==> config.mk <==
export PLATFORM = sky130hd
export DESIGN_NAME = framed_link_command_receiver
export DESIGN_NICKNAME = d
export VERILOG_FILES = /design/src/rtl/flcr_pkg.sv /design/src/rtl/flcr_front.sv /design/src/rtl/flcr_queue.sv /design/src/rtl/flcr_back.sv /design/src/rtl/framed_link_command_receiver.sv
export SDC_FILE = /design/constraint.sdc
export NUM_CORES = 1
export LEC_CHECK = 0
export BUFFER_PORTS_ARGS = -buffer_cell sky130_fd_sc_hd__buf_2
export CAP_MARGIN = 20
export CORE_MARGIN = 1.5
export CORE_UTILIZATION = 55
export DETAILED_ROUTE_END_ITERATION = 8
export HOLD_SLACK_MARGIN = 0.06
export PLACE_DENSITY = 0.84
export SYNTH_ARGS = -nofsm -noshare
export SYNTH_HDL_FRONTEND = slang
export SYNTH_HIERARCHICAL = 1
export SYNTH_SLANG_ARGS = --single-unit
==> constraint.sdc <==
create_clock -name clk -period 3.38 [get_ports clk]
set_input_delay 0.169 -clock clk [delete_from_list [all_inputs] [get_ports clk]]
set_output_delay 0.169 -clock clk [all_outputs]
set_load 0.01 [all_outputs]
==> src/rtl/flcr_pkg.sv <==
// Package for the framed link command receiver.
// Holds framing constants, the event passed from front to back, and the CRC step.
// No dependencies.
`default_nettype none
package flcr_pkg;

  localparam int MAX_PAYLOAD = 32;

  localparam logic [7:0]  SYNC_A       = 8'hA5;
  localparam logic [7:0]  SYNC_B       = 8'h5A;
  localparam logic [7:0]  LINK_VER     = 8'h01;
  localparam logic [7:0]  KIND_COMMAND = 8'h10;
  localparam logic [15:0] CRC_POLY     = 16'h1021;
  localparam logic [15:0] CRC_INIT     = 16'hFFFF;
  localparam logic [15:0] WDOG_RESET   = 16'd500;
  localparam logic [15:0] SILENCE_MAX  = 16'hFFFF;

  localparam int HDR_BYTES = 12;
  localparam int IDX_VER   = 2;
  localparam int IDX_KIND  = 3;
  localparam int IDX_LEN_L = 4;
  localparam int IDX_LEN_H = 5;
  localparam int IDX_SEQ_L = 6;
  localparam int IDX_SEQ_H = 7;

  localparam int CNT_W = $clog2(HDR_BYTES + MAX_PAYLOAD + 2);
  localparam int POS_W = (CNT_W > 8) ? CNT_W : 8;

  localparam logic [7:0] CMD_STOP  = 8'd0;
  localparam logic [7:0] CMD_START = 8'd1;
  localparam logic [7:0] CMD_ESTOP = 8'd2;

  localparam int QDEPTH = 4;
  localparam int QPTR_W = $clog2(QDEPTH);
  localparam int QCNT_W = $clog2(QDEPTH + 1);

  typedef enum logic [2:0] {
    ACT_NONE  = 3'd0,
    ACT_STOP  = 3'd1,
    ACT_START = 3'd2,
    ACT_ESTOP = 3'd3,
    ACT_WDOG  = 3'd4
  } action_t;

  typedef struct packed {
    logic        tick;
    logic        good;
    logic        bad;
    logic        cmd;
    logic [7:0]  kind;
    logic [7:0]  first;
    logic [15:0] seq;
  } event_t;

  typedef struct packed {
    logic full;
    logic empty;
  } q_stat_t;

  function automatic logic [15:0] crc_step(logic [15:0] c, logic [7:0] b);
    logic [15:0] r;
    r = c ^ {b, 8'h00};
    for (int k = 0; k < 8; k++) begin
      if (r[15]) begin
        r = {r[14:0], 1'b0} ^ CRC_POLY;
      end else begin
        r = {r[14:0], 1'b0};
      end
    end
    return r;
  endfunction

endpackage
`default_nettype wire

==> src/rtl/flcr_front.sv <==
// Front end: accepts items, deframes bytes and checks the running CRC.
// Pushes one event per item into the queue. Uses flcr_pkg.
`default_nettype none
module flcr_front (
  input  wire logic              clk,
  input  wire logic              rst_n,
  input  wire logic              in_valid,
  output logic                   in_stall,
  input  wire logic              in_mode,
  input  wire logic [7:0]        in_rx_byte,
  input  wire flcr_pkg::q_stat_t q_stat,
  output logic                   push,
  output flcr_pkg::event_t       push_ev
);

  localparam int CntW = flcr_pkg::CNT_W;
  localparam int PosW = flcr_pkg::POS_W;

  logic [CntW-1:0] cnt_r, cnt_nxt;
  logic [15:0]     crc_r, crc_nxt;
  logic [7:0]      ver_r, ver_nxt;
  logic [7:0]      kind_r, kind_nxt;
  logic [7:0]      len_r, len_nxt;
  logic            len_hi_nz_r, len_hi_nz_nxt;
  logic [15:0]     seq_r, seq_nxt;
  logic [7:0]      first_r, first_nxt;
  logic [7:0]      crc_lo_r, crc_lo_nxt;
  logic [PosW-1:0] pos;
  logic            in_fire;

  assign in_stall = q_stat.full;
  assign in_fire  = in_valid && !q_stat.full;
  assign push     = in_fire;
  assign pos      = PosW'(cnt_r) - PosW'(flcr_pkg::HDR_BYTES);

  always_comb begin
    cnt_nxt       = cnt_r;
    crc_nxt       = crc_r;
    ver_nxt       = ver_r;
    kind_nxt      = kind_r;
    len_nxt       = len_r;
    len_hi_nz_nxt = len_hi_nz_r;
    seq_nxt       = seq_r;
    first_nxt     = first_r;
    crc_lo_nxt    = crc_lo_r;
    push_ev.tick  = in_mode;
    push_ev.good  = 1'b0;
    push_ev.bad   = 1'b0;
    push_ev.cmd   = (kind_r == flcr_pkg::KIND_COMMAND) && (len_r >= 8'd2);
    push_ev.kind  = kind_r;
    push_ev.first = first_r;
    push_ev.seq   = seq_r;
    if (in_fire && !in_mode) begin
      if (cnt_r == '0) begin
        if (in_rx_byte == flcr_pkg::SYNC_A) begin
          cnt_nxt = CntW'(1);
          crc_nxt = flcr_pkg::CRC_INIT;
        end
      end else if (cnt_r == CntW'(1) && in_rx_byte != flcr_pkg::SYNC_B) begin
        if (in_rx_byte == flcr_pkg::SYNC_A) begin
          cnt_nxt = CntW'(1);
          crc_nxt = flcr_pkg::CRC_INIT;
        end else begin
          cnt_nxt = '0;
        end
      end else begin
        cnt_nxt = cnt_r + CntW'(1);
        if (cnt_r >= CntW'(2) && cnt_r < CntW'(flcr_pkg::HDR_BYTES)) begin
          crc_nxt = flcr_pkg::crc_step(crc_r, in_rx_byte);
          case (cnt_r)
            CntW'(flcr_pkg::IDX_VER):   ver_nxt = in_rx_byte;
            CntW'(flcr_pkg::IDX_KIND):  kind_nxt = in_rx_byte;
            CntW'(flcr_pkg::IDX_LEN_L): len_nxt = in_rx_byte;
            CntW'(flcr_pkg::IDX_LEN_H): len_hi_nz_nxt = (in_rx_byte != 8'd0);
            CntW'(flcr_pkg::IDX_SEQ_L): seq_nxt = {8'd0, in_rx_byte};
            CntW'(flcr_pkg::IDX_SEQ_H): seq_nxt = {in_rx_byte, seq_r[7:0]};
            default: ;
          endcase
          if (cnt_r == CntW'(flcr_pkg::HDR_BYTES - 1) &&
              (len_hi_nz_r || len_r > 8'(flcr_pkg::MAX_PAYLOAD))) begin
            cnt_nxt = '0;
          end
        end else if (cnt_r >= CntW'(flcr_pkg::HDR_BYTES)) begin
          if (pos < PosW'(len_r)) begin
            crc_nxt = flcr_pkg::crc_step(crc_r, in_rx_byte);
            if (pos == '0) begin
              first_nxt = in_rx_byte;
            end
          end else if (pos == PosW'(len_r)) begin
            crc_lo_nxt = in_rx_byte;
          end else begin
            cnt_nxt = '0;
            if (ver_r == flcr_pkg::LINK_VER && {in_rx_byte, crc_lo_r} == crc_r) begin
              push_ev.good = 1'b1;
            end else begin
              push_ev.bad = 1'b1;
            end
          end
        end
      end
    end
  end

  always_ff @(posedge clk) begin
    if (!rst_n) begin
      cnt_r <= '0;
      crc_r <= flcr_pkg::CRC_INIT;
    end else begin
      cnt_r <= cnt_nxt;
      crc_r <= crc_nxt;
    end
  end

  always_ff @(posedge clk) begin
    ver_r       <= ver_nxt;
    kind_r      <= kind_nxt;
    len_r       <= len_nxt;
    len_hi_nz_r <= len_hi_nz_nxt;
    seq_r       <= seq_nxt;
    first_r     <= first_nxt;
    crc_lo_r    <= crc_lo_nxt;
  end

  a_cnt_in_range: assert property (@(posedge clk) disable iff (!rst_n)
    cnt_r <= CntW'(flcr_pkg::HDR_BYTES + flcr_pkg::MAX_PAYLOAD + 1))
    else $error("front byte counter out of range");

endmodule
`default_nettype wire

==> src/rtl/flcr_queue.sv <==
// Short event queue between front and back ends.
// Register array with read and write pointers. Uses flcr_pkg.
`default_nettype none
module flcr_queue (
  input  wire logic             clk,
  input  wire logic             rst_n,
  input  wire logic             push,
  input  wire flcr_pkg::event_t push_ev,
  input  wire logic             pop,
  output flcr_pkg::event_t      pop_ev,
  output flcr_pkg::q_stat_t     q_stat
);

  localparam int PtrW = flcr_pkg::QPTR_W;
  localparam int CntW = flcr_pkg::QCNT_W;

  flcr_pkg::event_t mem [flcr_pkg::QDEPTH];
  logic [PtrW-1:0] wr_ptr_r, wr_ptr_nxt;
  logic [PtrW-1:0] rd_ptr_r, rd_ptr_nxt;
  logic [CntW-1:0] cnt_r, cnt_nxt;
  logic            do_push, do_pop;

  assign q_stat.full  = (cnt_r == CntW'(flcr_pkg::QDEPTH));
  assign q_stat.empty = (cnt_r == '0);
  assign do_push      = push && !q_stat.full;
  assign do_pop       = pop && !q_stat.empty;
  assign pop_ev       = mem[rd_ptr_r];

  always_comb begin
    wr_ptr_nxt = do_push ? wr_ptr_r + PtrW'(1) : wr_ptr_r;
    rd_ptr_nxt = do_pop ? rd_ptr_r + PtrW'(1) : rd_ptr_r;
    cnt_nxt    = cnt_r;
    if (do_push && !do_pop) begin
      cnt_nxt = cnt_r + CntW'(1);
    end else if (do_pop && !do_push) begin
      cnt_nxt = cnt_r - CntW'(1);
    end
  end

  always_ff @(posedge clk) begin
    if (!rst_n) begin
      wr_ptr_r <= '0;
      rd_ptr_r <= '0;
      cnt_r    <= '0;
    end else begin
      wr_ptr_r <= wr_ptr_nxt;
      rd_ptr_r <= rd_ptr_nxt;
      cnt_r    <= cnt_nxt;
    end
  end

  always_ff @(posedge clk) begin
    if (do_push) begin
      mem[wr_ptr_r] <= push_ev;
    end
  end

  a_cnt_bound: assert property (@(posedge clk) disable iff (!rst_n)
    cnt_r <= CntW'(flcr_pkg::QDEPTH))
    else $error("queue count above depth");

  a_ptr_gap: assert property (@(posedge clk) disable iff (!rst_n)
    (cnt_r != CntW'(flcr_pkg::QDEPTH) && cnt_r != '0) |-> (wr_ptr_r != rd_ptr_r))
    else $error("queue pointers disagree with count");

endmodule
`default_nettype wire

==> src/rtl/flcr_back.sv <==
// Back end: session state, watchdog and the registered result stage.
// Pops events from the queue and holds the watchdog limit. Uses flcr_pkg.
`default_nettype none
module flcr_back (
  input  wire logic              clk,
  input  wire logic              rst_n,
  input  wire logic              cfg_we,
  input  wire logic [15:0]       cfg_wdata,
  input  wire flcr_pkg::q_stat_t q_stat,
  input  wire flcr_pkg::event_t  pop_ev,
  output logic                   pop,
  output logic                   out_valid,
  input  wire logic              out_stall,
  output logic [2:0]             out_action,
  output logic                   out_frame_good,
  output logic                   out_frame_bad,
  output logic [7:0]             out_frame_kind,
  output logic                   out_session_on,
  output logic                   out_timed_out,
  output logic [15:0]            out_command_sequence
);

  logic [15:0]       limit_r;
  logic              sess_r, sess_nxt;
  logic              tout_r, tout_nxt;
  logic [15:0]       cseq_r, cseq_nxt;
  logic [15:0]       silence_r, silence_nxt;
  logic              heard_r, heard_nxt;
  logic              out_valid_r, out_valid_nxt;
  flcr_pkg::action_t act_r, act_nxt;
  logic              good_r, bad_r;
  logic [7:0]        kind_r, kind_nxt;

  assign pop = !q_stat.empty && (!out_valid_r || !out_stall);

  always_comb begin
    sess_nxt    = sess_r;
    tout_nxt    = tout_r;
    cseq_nxt    = cseq_r;
    silence_nxt = silence_r;
    heard_nxt   = heard_r;
    act_nxt     = flcr_pkg::ACT_NONE;
    kind_nxt    = 8'd0;
    if (pop_ev.tick) begin
      if (silence_r != flcr_pkg::SILENCE_MAX) begin
        silence_nxt = silence_r + 16'd1;
      end
      if (sess_r && heard_r && silence_nxt > limit_r) begin
        sess_nxt = 1'b0;
        tout_nxt = 1'b1;
        act_nxt  = flcr_pkg::ACT_WDOG;
      end
    end else if (pop_ev.good) begin
      kind_nxt    = pop_ev.kind;
      silence_nxt = 16'd0;
      heard_nxt   = 1'b1;
      if (pop_ev.cmd) begin
        cseq_nxt = pop_ev.seq;
        unique case (pop_ev.first)
          flcr_pkg::CMD_STOP: begin
            sess_nxt = 1'b0;
            tout_nxt = 1'b0;
            act_nxt  = flcr_pkg::ACT_STOP;
          end
          flcr_pkg::CMD_START: begin
            sess_nxt = 1'b1;
            tout_nxt = 1'b0;
            act_nxt  = flcr_pkg::ACT_START;
          end
          flcr_pkg::CMD_ESTOP: begin
            sess_nxt = 1'b0;
            tout_nxt = 1'b0;
            act_nxt  = flcr_pkg::ACT_ESTOP;
          end
          default: ;
        endcase
      end
    end
    out_valid_nxt = pop ? 1'b1 : (out_valid_r && out_stall);
  end

  always_ff @(posedge clk) begin
    if (!rst_n) begin
      limit_r     <= flcr_pkg::WDOG_RESET;
      sess_r      <= 1'b0;
      tout_r      <= 1'b0;
      cseq_r      <= 16'd0;
      silence_r   <= 16'd0;
      heard_r     <= 1'b0;
      out_valid_r <= 1'b0;
    end else begin
      if (cfg_we) begin
        limit_r <= cfg_wdata;
      end
      out_valid_r <= out_valid_nxt;
      if (pop) begin
        sess_r    <= sess_nxt;
        tout_r    <= tout_nxt;
        cseq_r    <= cseq_nxt;
        silence_r <= silence_nxt;
        heard_r   <= heard_nxt;
      end
    end
  end

  always_ff @(posedge clk) begin
    if (pop) begin
      act_r  <= act_nxt;
      good_r <= pop_ev.good && !pop_ev.tick;
      bad_r  <= pop_ev.bad && !pop_ev.tick;
      kind_r <= kind_nxt;
    end
  end

  assign out_valid            = out_valid_r;
  assign out_action           = act_r;
  assign out_frame_good       = good_r;
  assign out_frame_bad        = bad_r;
  assign out_frame_kind       = kind_r;
  assign out_session_on       = sess_r;
  assign out_timed_out        = tout_r;
  assign out_command_sequence = cseq_r;

  a_wdog_flags: assert property (@(posedge clk) disable iff (!rst_n)
    (out_valid_r && act_r == flcr_pkg::ACT_WDOG) |-> (tout_r && !sess_r))
    else $error("watchdog stop without timeout flag");

  a_good_bad_excl: assert property (@(posedge clk) disable iff (!rst_n)
    out_valid_r |-> !(good_r && bad_r))
    else $error("frame reported both good and bad");

endmodule
`default_nettype wire

==> src/rtl/framed_link_command_receiver.sv <==
// Framed link command receiver, top level.
// Instantiates flcr_front, flcr_queue and flcr_back. Uses flcr_pkg.
//
// Input channel (in_valid / in_stall): each item is a UART byte (in_mode 0,
// in_rx_byte) or a one millisecond tick (in_mode 1). Frames are A5 5A, version,
// id, length, sequence, timestamp, payload and CRC-16/CCITT-FALSE; the CRC is
// updated per byte as it arrives.
// Result channel (out_valid / out_stall): one result per item, in order:
// action, frame good/bad pulses, frame id, session and timeout flags and the
// last command sequence.
// Configuration: cfg_we writes cfg_wdata to the watchdog limit (ms).
// Throughput: one item per cycle while in_stall is low. An accepted item is
// stored in the four-entry event queue, then popped into the output register.
// Reset: hunting for a sync byte, no session, limit 500 ms, queue empty.
// When the receiver stalls, the result holds in the output register, events
// collect in the queue, and in_stall rises once the queue is full.
`default_nettype none
module framed_link_command_receiver (
  input  wire logic        clk,
  input  wire logic        rst_n,
  input  wire logic        in_valid,
  output logic             in_stall,
  input  wire logic        in_mode,
  input  wire logic [7:0]  in_rx_byte,
  output logic             out_valid,
  input  wire logic        out_stall,
  output logic [2:0]       out_action,
  output logic             out_frame_good,
  output logic             out_frame_bad,
  output logic [7:0]       out_frame_kind,
  output logic             out_session_on,
  output logic             out_timed_out,
  output logic [15:0]      out_command_sequence,
  input  wire logic        cfg_we,
  input  wire logic [15:0] cfg_wdata
);

  flcr_pkg::q_stat_t q_stat;
  flcr_pkg::event_t  push_ev;
  flcr_pkg::event_t  pop_ev;
  logic              push;
  logic              pop;

  flcr_front u_front (
    .clk        (clk),
    .rst_n      (rst_n),
    .in_valid   (in_valid),
    .in_stall   (in_stall),
    .in_mode    (in_mode),
    .in_rx_byte (in_rx_byte),
    .q_stat     (q_stat),
    .push       (push),
    .push_ev    (push_ev)
  );

  flcr_queue u_queue (
    .clk     (clk),
    .rst_n   (rst_n),
    .push    (push),
    .push_ev (push_ev),
    .pop     (pop),
    .pop_ev  (pop_ev),
    .q_stat  (q_stat)
  );

  flcr_back u_back (
    .clk                  (clk),
    .rst_n                (rst_n),
    .cfg_we               (cfg_we),
    .cfg_wdata            (cfg_wdata),
    .q_stat               (q_stat),
    .pop_ev               (pop_ev),
    .pop                  (pop),
    .out_valid            (out_valid),
    .out_stall            (out_stall),
    .out_action           (out_action),
    .out_frame_good       (out_frame_good),
    .out_frame_bad        (out_frame_bad),
    .out_frame_kind       (out_frame_kind),
    .out_session_on       (out_session_on),
    .out_timed_out        (out_timed_out),
    .out_command_sequence (out_command_sequence)
  );

endmodule
`default_nettype wire

==> results of run 1 <==
sequential cells by signal, summed over array words and instances, names as in the netlist, 2 cells and up, named ones only:
register / cells
u_queue/mem: 144
u_back/limit_r: 16
u_back/out_command_sequence: 16
u_back/silence_r: 16
u_front/crc_r: 16
u_front/seq_r: 16
u_back/out_frame_kind: 8
u_front/crc_lo_r: 8
u_front/first_r: 8
u_front/kind_r: 8
u_front/len_r: 8
u_front/ver_r: 8
u_front/cnt_r: 6
u_back/out_action: 3
u_queue/cnt_r: 3
u_queue/rd_ptr_r: 2
u_queue/wr_ptr_r: 2
cell usage after synthesis (3+ instances only):
library cell | number | area [µm²]
and3_1 | 8 | 50.1
nand3_1 | 18 | 90.1
a21o_1 | 6 | 45.0
o211ai_1 | 8 | 60.1
mux4_1 | 6 | 158
and4_1 | 4 | 35.0
buf_2 | 12 | 60.1
clkbuf_1 | 16 | 60.1
a22o_1 | 3 | 26.3
nor2_1 | 18 | 67.6
o2111ai_1 | 3 | 26.3
nor3_1 | 15 | 75.1
o21ai_0 | 12 | 60.1
a21boi_0 | 18 | 135
o21a_1 | 3 | 22.5
nor4_1 | 8 | 50.1
nand4_1 | 12 | 75.1
and2_1 | 29 | 181
mux4_2 | 30 | 676
nor3b_2 | 3 | 37.5
or3_1 | 4 | 25.0
buf_12 | 3 | 60.1
dfxtp_1 | 83 | 1660
nor2b_1 | 29 | 181
ha_1 | 39 | 488
a41oi_1 | 3 | 26.3
xor2_1 | 19 | 166
xnor2_1 | 35 | 307
edfxtp_1 | 214 | 6430
mux2i_1 | 16 | 160
buf_4 | 5 | 37.5
nor4b_1 | 5 | 43.8
buf_6 | 3 | 33.8
inv_1 | 40 | 150
nand2_1 | 76 | 285
a21oi_1 | 39 | 195
a31oi_1 | 12 | 75.1
a22oi_1 | 6 | 45.0
path summary, 6_finish.rpt:
check,end,from,slack (ns)
worst min register to register,u_back/out_command_sequence[10],u_back/out_command_sequence[10],0.46
worst max register to register,u_back/out_timed_out,u_back/silence_r[9],0.17
worst max-delay path,u_back/out_timed_out,u_back/silence_r[9],0.17
worst min-delay path,u_back/limit_r[7],cfg_we,0.14
worst reg2reg max path, stage by stage, from the launching register on:
cell      delay [ns]
dfxtp_1         0.38
and4_2          0.40
nand4_4         0.18
nor2_1          0.20
nand3_1         0.10
mux2_2          0.30
ha_1            0.29
nand4_1         0.14
or2_2           0.33
a221o_1         0.30
a2111o_1        0.43
o211ai_2        0.09
power by group:
group          internal (mW)  switching (mW)  total [mW]  leakage (nW)
Clock                   1.74            1.31        3.05         0.437
Combinational          0.730           0.880        1.61          2.14
Sequential              4.28           0.177        4.45          2.67
Total                   6.74            2.36        9.11          5.25
final cells by class:
| cell class | count | area (µm²) |
|---|---|---|
| inverters | 41 | 154 |
| clock inverters | 15 | 113 |
| clock buffers | 38 | 800 |
| well taps | 285 | 357 |
| repair buffers | 108 | 736 |
| flip-flops and latches | 297 | 8090 |
| multi-input cells | 530 | 4330 |
| fillers | 1576 | 8140 |
cells in the final DEF (no fill, tap or decap), drive strengths merged, types with 19 or more instances in the layout:
master         n
edfxtp       214
dfxtp         83
buf           81
nand2         77
a21oi         42
inv           40
ha            39
clkbuf        38
mux4          36
xnor2         35
nor2b         29
and2          29
dlygate4sd3   27
xor2          19
routing by layer:
layer  global-route usage  routed length, µm  vias to the layer above
li1                     -                  -                     3596
met1                0.287              11000                     3852
met2                0.388              13300                      268
met3               0.0325               1490                       50
met4               0.0694                662                        0
met5                    0                  0                        -
timing repair:
action	in CTS	in global routing
gates resized for setup	0	6
endpoints found under the setup margin	0	6
hold buffers	27	0
endpoints found under the hold margin	67	0
cell families (layout without fill, tap and decap cells):
family | after synthesis | after routing | synth area share
multiplexers | 55 | 55 | 0.0805
adder cells (fa/ha/maj) | 40 | 40 | 0.0397
flip-flops | 297 | 297 | 0.632
AO/OA/AOI/OAI | 138 | 138 | 0.0747
XOR/XNOR | 54 | 54 | 0.0369
buffers and inverters | 81 | 202 | 0.0321
AND/OR/NAND/NOR | 243 | 243 | 0.104
stage by stage:
stage | hold slack, ns | power [mW] | cells | worst slack, ns | cell area [µm²]
3_5_place_dp | 0.398 | 6.11 | 1234 | 0.160 | 13400
6_report | 0.139 | 9.11 | 1314 | 0.167 | 14600
3_3_place_gp | 0.389 | 6.05 | 1234 | 0.218 | 13400
2_1_floorplan | 0.268 | 5.68 | 908 | 0.371 | 12800
4_1_cts | 0.120 | 9.19 | 1314 | 0.128 | 14500
5_1_grt | 0.157 | 9.48 | 1314 | -0.0120 | 14600
==> out/metrics.yaml, run 1 <==
cts-htree-levels: 1
grt_max_degree: 55
netlist_area_mm2: 0.0128
wl_per_cell_um: 20.1
cp-start-kind: "flip-flop"
cts_tree: "done"
outcome: "finished clean"
whs_path_depth: 3
cpMaxStageDelayCell: "a2111o_1"
cts_buffer_depth: 3
path_delay_family: "simple AND/OR/NAND/NOR gates"
die_area_mm2: 0.0242
overflow: 0
postCtsSetupRepairBufs: 0
synth_enable_flop_cells: 214
relSlewSlack: 0.482
syn_area_per_cell_um2: 14.1
ys_seq_elements: 297
setup.worst_path.class: "reg -> reg"
post-route-period-util: 0.951
ys.flop_type: "edfxtp_1"
final_nets: 1077
crit_arrival_ns: 3.67
grtUsageTotal: 0.222
ys_async_sr_fraction: 0
routed_via_density: 5.91
p_leak_nw: 5.25
fin_skew_ns: 0.00957
clk_pin_slew_ns: 0.06
via_count: 7766
drc: 0
antenna_found_initial: 0
clock-root-buffer: "clkbuf_16"
area_delta_synth_final_pct: 13.9
finalCriticalPeriod_ns: 3.21
cp_num_buf_inv: 0
drive_gt1_frac: 0.177
io_pins: 63
grt_pass1_vias: 7970
endpoint_kind: "flip-flop"
crit_cells: 11
dieWidth_um: 156
std_cell_rows: 55
max_freq_ghz: 0.311
hold_viol: 0
dp_hpwl_um: 16400
critPathMaxFanout: 8
initial_utilization: 0.564
first_pass_iters: 5
final_util: 0.642
reg2regPathDepth: 11
max-vdd-ir-drop_v: 0.000490
clk_latency_ns: 0.54
slew_violations: 0
worstMarginPinSlew_ns: 0.765
yosysSeqAreaShare: 0.632
die_h_um: 156
setup_viol: 0
antenna_cells: 0
holdCritPathClass: "in -> reg"
crit_required_ns: 3.84
crit_chain: "and4_2 -> nand4_4 -> nor2_1 -> nand3_1 -> mux2_2 -> ha_1 -> nand4_1 -> or2_2 -> a221o_1 -> a2111o_1 -> o211ai_2"
fin_tns_setup_ns: 0
critPathMaxStageDelay_ns: 0.43
grt_pass1_wl_um: 41800
cts_sinks: 297
cap_violations: 0
core_area_mm2: 0.0227
io_buffer_count: 62
yosysUniqueCellTypes: 74
wl_um: 26500
place_congestion: 0.875
p_per_area_mw_per_mm2: 625
synth_nets: 978
drt-initial-drc-count: 586
numCtsBuffers: 29
syn_inst: 908
antenna_left: 0
ys_warn_count: 6
(Power assumes the default switching activity.)
==> run 2: changes to the inputs <==
- HOLD_SLACK_MARGIN: 0.06 -> default
- SYNTH_HIERARCHICAL: 1 -> default
- clock period: 3.38 -> 3 ns (I/O delays scaled with it)
==> out/metrics.yaml, run 2 <==
ys_warn_count: 0
die_h_um: 154
synth_nets: 966
die_area_mm2: 0.0237
worst_path_most_repeated_cell: "nand4_1"
mostFrequentLayoutCells: "edfxtp_1 (214), nand2_1 (76), dfxtp_1 (75)"
endpoint_kind: "flip-flop"
crit_required_ns: 3.45
hold_viol: 0
worst_slack_ns: -0.0180
layout_commonest_cell: "edfxtp_1"
cts_tree: "done"
outcome: "finished, violations left"
place_inst: 1238
max-vdd-ir-drop_v: 0.000435
synth_enable_flop_cells: 214
cpMaxStageDelayCell: "a2111o_1"
antenna_cells: 0
clock-root-buffer: "clkbuf_16"
largest_register: "u_queue.mem"
violations: "setup timing"
post-route-period-util: 1.01
fin_skew_ns: 0.0138
yosysTopAreaCell: "edfxtp_1"
grt_pass1_vias: 7930
max_freq_ghz: 0.331
first_pass_iters: 5
ys_seq_elements: 297
ys.flop_type: "edfxtp_1"
largest_reg_flops: 144
grt_pass1_wl_um: 41300
syn_area_per_cell_um2: 14.0
grtUsageTotal: 0.224
critPathMaxFanout: 5
antenna_found_initial: 0
finalCriticalPeriod_ns: 3.02
core_area_mm2: 0.0221
drc: 0
initial_utilization: 0.566
ys_async_sr_fraction: 0
crit_chain: "buf_6 -> nand4_1 -> buf_4 -> nor2_4 -> and4_1 -> mux2_4 -> ha_1 -> nand4_1 -> a2111o_1 -> a31oi_2 -> nand2_1 -> a41o_1"
wl_per_cell_um: 19.8
drt-initial-drc-count: 642
p_leak_nw: 5.29
p_per_area_mw_per_mm2: 718
cts-htree-levels: 1
yosysUniqueCellTypes: 79
synth_most_common_cell: "edfxtp_1"
relSlewSlack: 0.437
critPathMaxStageDelay_ns: 0.46
grt_max_degree: 53
syn_inst: 895
clk_latency_ns: 0.56
layout.cells.non_filler: 1327
placed_cell_area_mm2: 0.0133
dieWidth_um: 154
power_mw: 10.5
crit_arrival_ns: 3.47
io_buffer_count: 62
final_nets: 1094
cp-start-kind: "flip-flop"
worstMarginPinSlew_ns: 0.843
fin_tns_setup_ns: -0.0300
setup_viol: 2
yosysSeqAreaShare: 0.647
netlist_area_mm2: 0.0125
dp_slack_ns: -0.0986
path_delay_family: "compound AO/OA/AOI/OAI gates"
final_area_mm2: 0.0146
drive_gt1_frac: 0.217
cp_num_buf_inv: 2
routed_via_density: 5.91
cts_sinks: 297
clk_pin_slew_ns: 0.06
rsz0062_at_grt: "true"
wl_um: 26300
synthTopCellsByArea: "edfxtp_1 (51%), dfxtp_1 (13%), mux4_2 (5.4%)"
slew_violations: 0
area_delta_synth_final_pct: 17.0
yosysTopAreaCellShare: 0.514
dp_hpwl_um: 16100
cap_violations: 0
overflow: 0
via_count: 7838
antenna_left: 0
synth_commonest_cells: "edfxtp_1 (214), dfxtp_1 (83), nand2_1 (76)"
holdCritPathClass: "in -> reg"
std_cell_rows: 54
setup.worst_path.class: "reg -> reg"
cts_buffer_depth: 3
place_congestion: 0.869
numCtsBuffers: 30
io_pins: 63
run 2: report_power, final:
part / leakage (nW) / internal [mW] / switching, mW / total [mW]
sequential: 2.66 / 4.80 / 0.158 / 4.95
clock: 0.474 / 2.09 / 1.56 / 3.64
combinational: 2.16 / 0.778 / 1.14 / 1.91
run 2: layout make-up:
| class | instances | area [µm²] |
|---|---|---|
| well taps | 280 | 350 |
| inverters | 40 | 150 |
| multi-input cells | 525 | 4170 |
| repair buffers | 129 | 891 |
| clock buffers | 35 | 801 |
| clock inverters | 21 | 179 |
| flip-flops and latches | 297 | 8100 |
| fillers | 1458 | 7460 |
run 2: logic make-up (layout without fill, tap and decap cells):
family          after synthesis  count (layout)  synth area share
simple gates                262             262             0.114
flops                       297             297             0.647
xor+xnor                     53              53            0.0371
buf+inv                      73             225            0.0261
mux                          44              44            0.0654
fa+ha+maj                    41              41            0.0416
compound gates              125             125            0.0689
run 2: per-layer routing:
metal | vias up | GRT usage | wire [µm]
li1 | 3599 | - | -
met1 | 3865 | 0.280 | 10500
met2 | 298 | 0.394 | 13400
met3 | 76 | 0.0338 | 1570
met4 | 0 | 0.0883 | 863
met5 | - | 0 | 0
run 2: worst register-to-register path: cells and delay by family (launching register included):
kind / cells / cell delay [ns]
buffers and inverters: 2 / 0.34
flip-flops: 1 / 0.35
multiplexers: 1 / 0.31
AO/OA/AOI/OAI: 3 / 0.84
AND/OR/NAND/NOR: 5 / 0.80
adder cells (fa/ha/maj): 1 / 0.28
run 2: final timing paths:
| kind | startpoint | to | slack, ns | cells after the start |
|---|---|---|---|---|
| hold reg to reg | u_back.out_command_sequence[8] | u_back.out_command_sequence[8] | 0.45 | 2 |
| setup reg to reg | u_back.silence_r[3] | u_back.out_session_on | -0.02 | 12 |
| setup / recovery | u_back.silence_r[3] | u_back.out_session_on | -0.02 | 12 |
| hold / removal | in_rx_byte[0] | u_front.kind_r[0] | 0.02 | 2 |
run 2: repair_timing:
item / 4_1_cts / 5_1_grt
pin swaps: 7 / 16
hold endpoints to repair: 47 / 1
buffers inserted: 1 / 7
setup endpoints to repair: 3 / 3
gates resized for setup: 6 / 16
hold buffers: 24 / 1
run 2: through the flow:
step / utilization / hold slack, ns
6_report: 0.662 / 0.0196
4_1_cts: 0.657 / 0.00172
2_1_floorplan: - / 0.249
3_3_place_gp: 0.601 / 0.367
5_1_grt: 0.662 / 0.00465
3_5_place_dp: 0.601 / 0.372
==> run 3: changes to the inputs <==
- RECOVER_POWER: default -> 50
==> out/metrics.yaml, run 3 (synthesis gave the netlist of run 2 again) <==
wl_per_cell_um: 19.8
wl_um: 26300
grt_max_degree: 53
cts_sinks: 297
placed_cell_area_mm2: 0.0133
worst_path_most_repeated_cell: "nand4_1"
crit_start: "u_back.silence_r[3]"
worstMarginPinSlew_ns: 1.06
antenna_cells: 0
routed_via_density: 5.88
initial_utilization: 0.566
place_congestion: 0.869
final_area_mm2: 0.0146
cts_buffer_depth: 3
critPathMaxStageDelay_ns: 0.46
rrSetupSlack_ns: -0.02
critPathMaxFanout: 5
finalCriticalPeriod_ns: 3.02
post-route-period-util: 1.01
crit_required_ns: 3.45
max_freq_ghz: 0.331
drive_gt1_frac: 0.171
holdCritPathClass: "in -> reg"
setup.worst_path.class: "reg -> reg"
numCtsBuffers: 30
fin_skew_ns: 0.0169
clk_pin_slew_ns: 0.06
grt_pass1_wl_um: 41300
violations: "setup timing"
cts-htree-levels: 1
relSlewSlack: 0.296
io_pins: 63
largest_reg_flops: 144
final_nets: 1094
grt_pass1_vias: 7930
crit_path_end: "u_back.out_session_on"
r2r-end: "u_back.out_session_on"
mostFrequentLayoutCells: "edfxtp_1 (214), nand2_1 (76), dfxtp_1 (76)"
overflow: 0
max-vdd-ir-drop_v: 0.000434
crit_arrival_ns: 3.47
grtUsageTotal: 0.224
whs_ns: 0.0387
outcome: "finished, violations left"
clock-root-buffer: "clkbuf_16"
cts_tree: "done"
drc: 0
cp-start-kind: "flip-flop"
dp_hpwl_um: 16100
core_area_mm2: 0.0221
std_cell_rows: 54
final_util: 0.659
worstReg2RegStart: "u_back.silence_r[3]"
die_area_mm2: 0.0237
first_pass_iters: 5
p_leak_nw: 5.13
cap_violations: 0
hold_viol: 0
rsz0062_at_grt: "true"
via_count: 7809
reg2regPathDepth: 12
p_per_area_mw_per_mm2: 719
cpMaxStageDelayCell: "a2111o_1"
layout_commonest_cell: "edfxtp_1"
setup_viol: 2
antenna_found_initial: 0
dieWidth_um: 154
crit_chain: "buf_6 -> nand4_1 -> buf_4 -> nor2_4 -> and4_1 -> mux2_4 -> ha_1 -> nand4_1 -> a2111o_1 -> a31oi_2 -> nand2_1 -> a41o_1"
largest_register: "u_queue.mem"
io_buffer_count: 62
clk_latency_ns: 0.56
slew_violations: 0
worst_slack_ns: -0.0203
antenna_left: 0
drt-initial-drc-count: 620
die_h_um: 154
endpoint_kind: "flip-flop"
area_delta_synth_final_pct: 16.4
run 3: power by group:
group | switching [mW] | internal [mW] | total [mW]
combinational | 1.14 | 0.731 | 1.87
clock | 1.55 | 2.09 | 3.64
sequential | 0.163 | 4.80 | 4.96
run 3: what timing repair did:
item | in CTS | in global routing
cloned | 0 | 0
pin swaps | 7 | 16
setup endpoints to repair | 3 | 3
setup buffers | 1 | 7
resized for setup | 6 | 16
hold endpoints to repair | 47 | 1
hold buffers | 24 | 1
run 3: per-stage QoR:
stage | instances | TNS [ns] | power (mW) | worst slack (ns)
finish | 1327 | -0.0212 | 10.5 | -0.0203
global route | 1327 | -0.301 | 10.9 | -0.133
CTS | 1319 | 0 | 10.6 | 0.00334
detailed placement | 1238 | -0.161 | 6.91 | -0.0986
global placement | 1238 | 0 | 6.85 | 0.00556
floorplan | 895 | -0.0513 | 6.37 | -0.0513
run 3: layout make-up:
| type | count | area [µm²] |
|---|---|---|
| Clock inverter | 21 | 179 |
| Timing Repair Buffer | 129 | 823 |
| Sequential cell | 297 | 8100 |
| Inverter | 40 | 150 |
| Multi-Input combinational cell | 525 | 4160 |
| Tap cell | 280 | 350 |
| Fill cell | 1482 | 7530 |
| Clock buffer | 35 | 801 |
run 3: worst min path at each step:
| stage | from | end | cells after the start |
|---|---|---|---|
| finish | rst_n | u_back.limit_r[5] | 2 |
| global placement | cfg_wdata[5] | u_back.limit_r[5] | 3 |
| global route | rst_n | u_back.limit_r[8] | 2 |
| CTS | in_rx_byte[1] | u_front.kind_r[1] | 1 |
| detailed placement | cfg_wdata[5] | u_back.limit_r[5] | 3 |
| floorplan | in_rx_byte[0] | u_front.crc_lo_r[0] | 0 |
run 3: metal layers:
| layer | up-vias | wire (µm) | global-route usage |
|---|---|---|---|
| met2 | 291 | 13300 | 0.394 |
| li1 | 3600 | - | - |
| met5 | - | 0 | 0 |
| met3 | 77 | 1690 | 0.0338 |
| met4 | 0 | 830 | 0.0883 |
| met1 | 3841 | 10400 | 0.280 |
run 3: critical path: cells and delay by family, from the launching register on:
kind	cells	cell delay, ns
simple gates	5	0.80
buf+inv	2	0.33
compound gates	3	0.84
mux	1	0.31
flops	1	0.35
fa+ha+maj	1	0.28
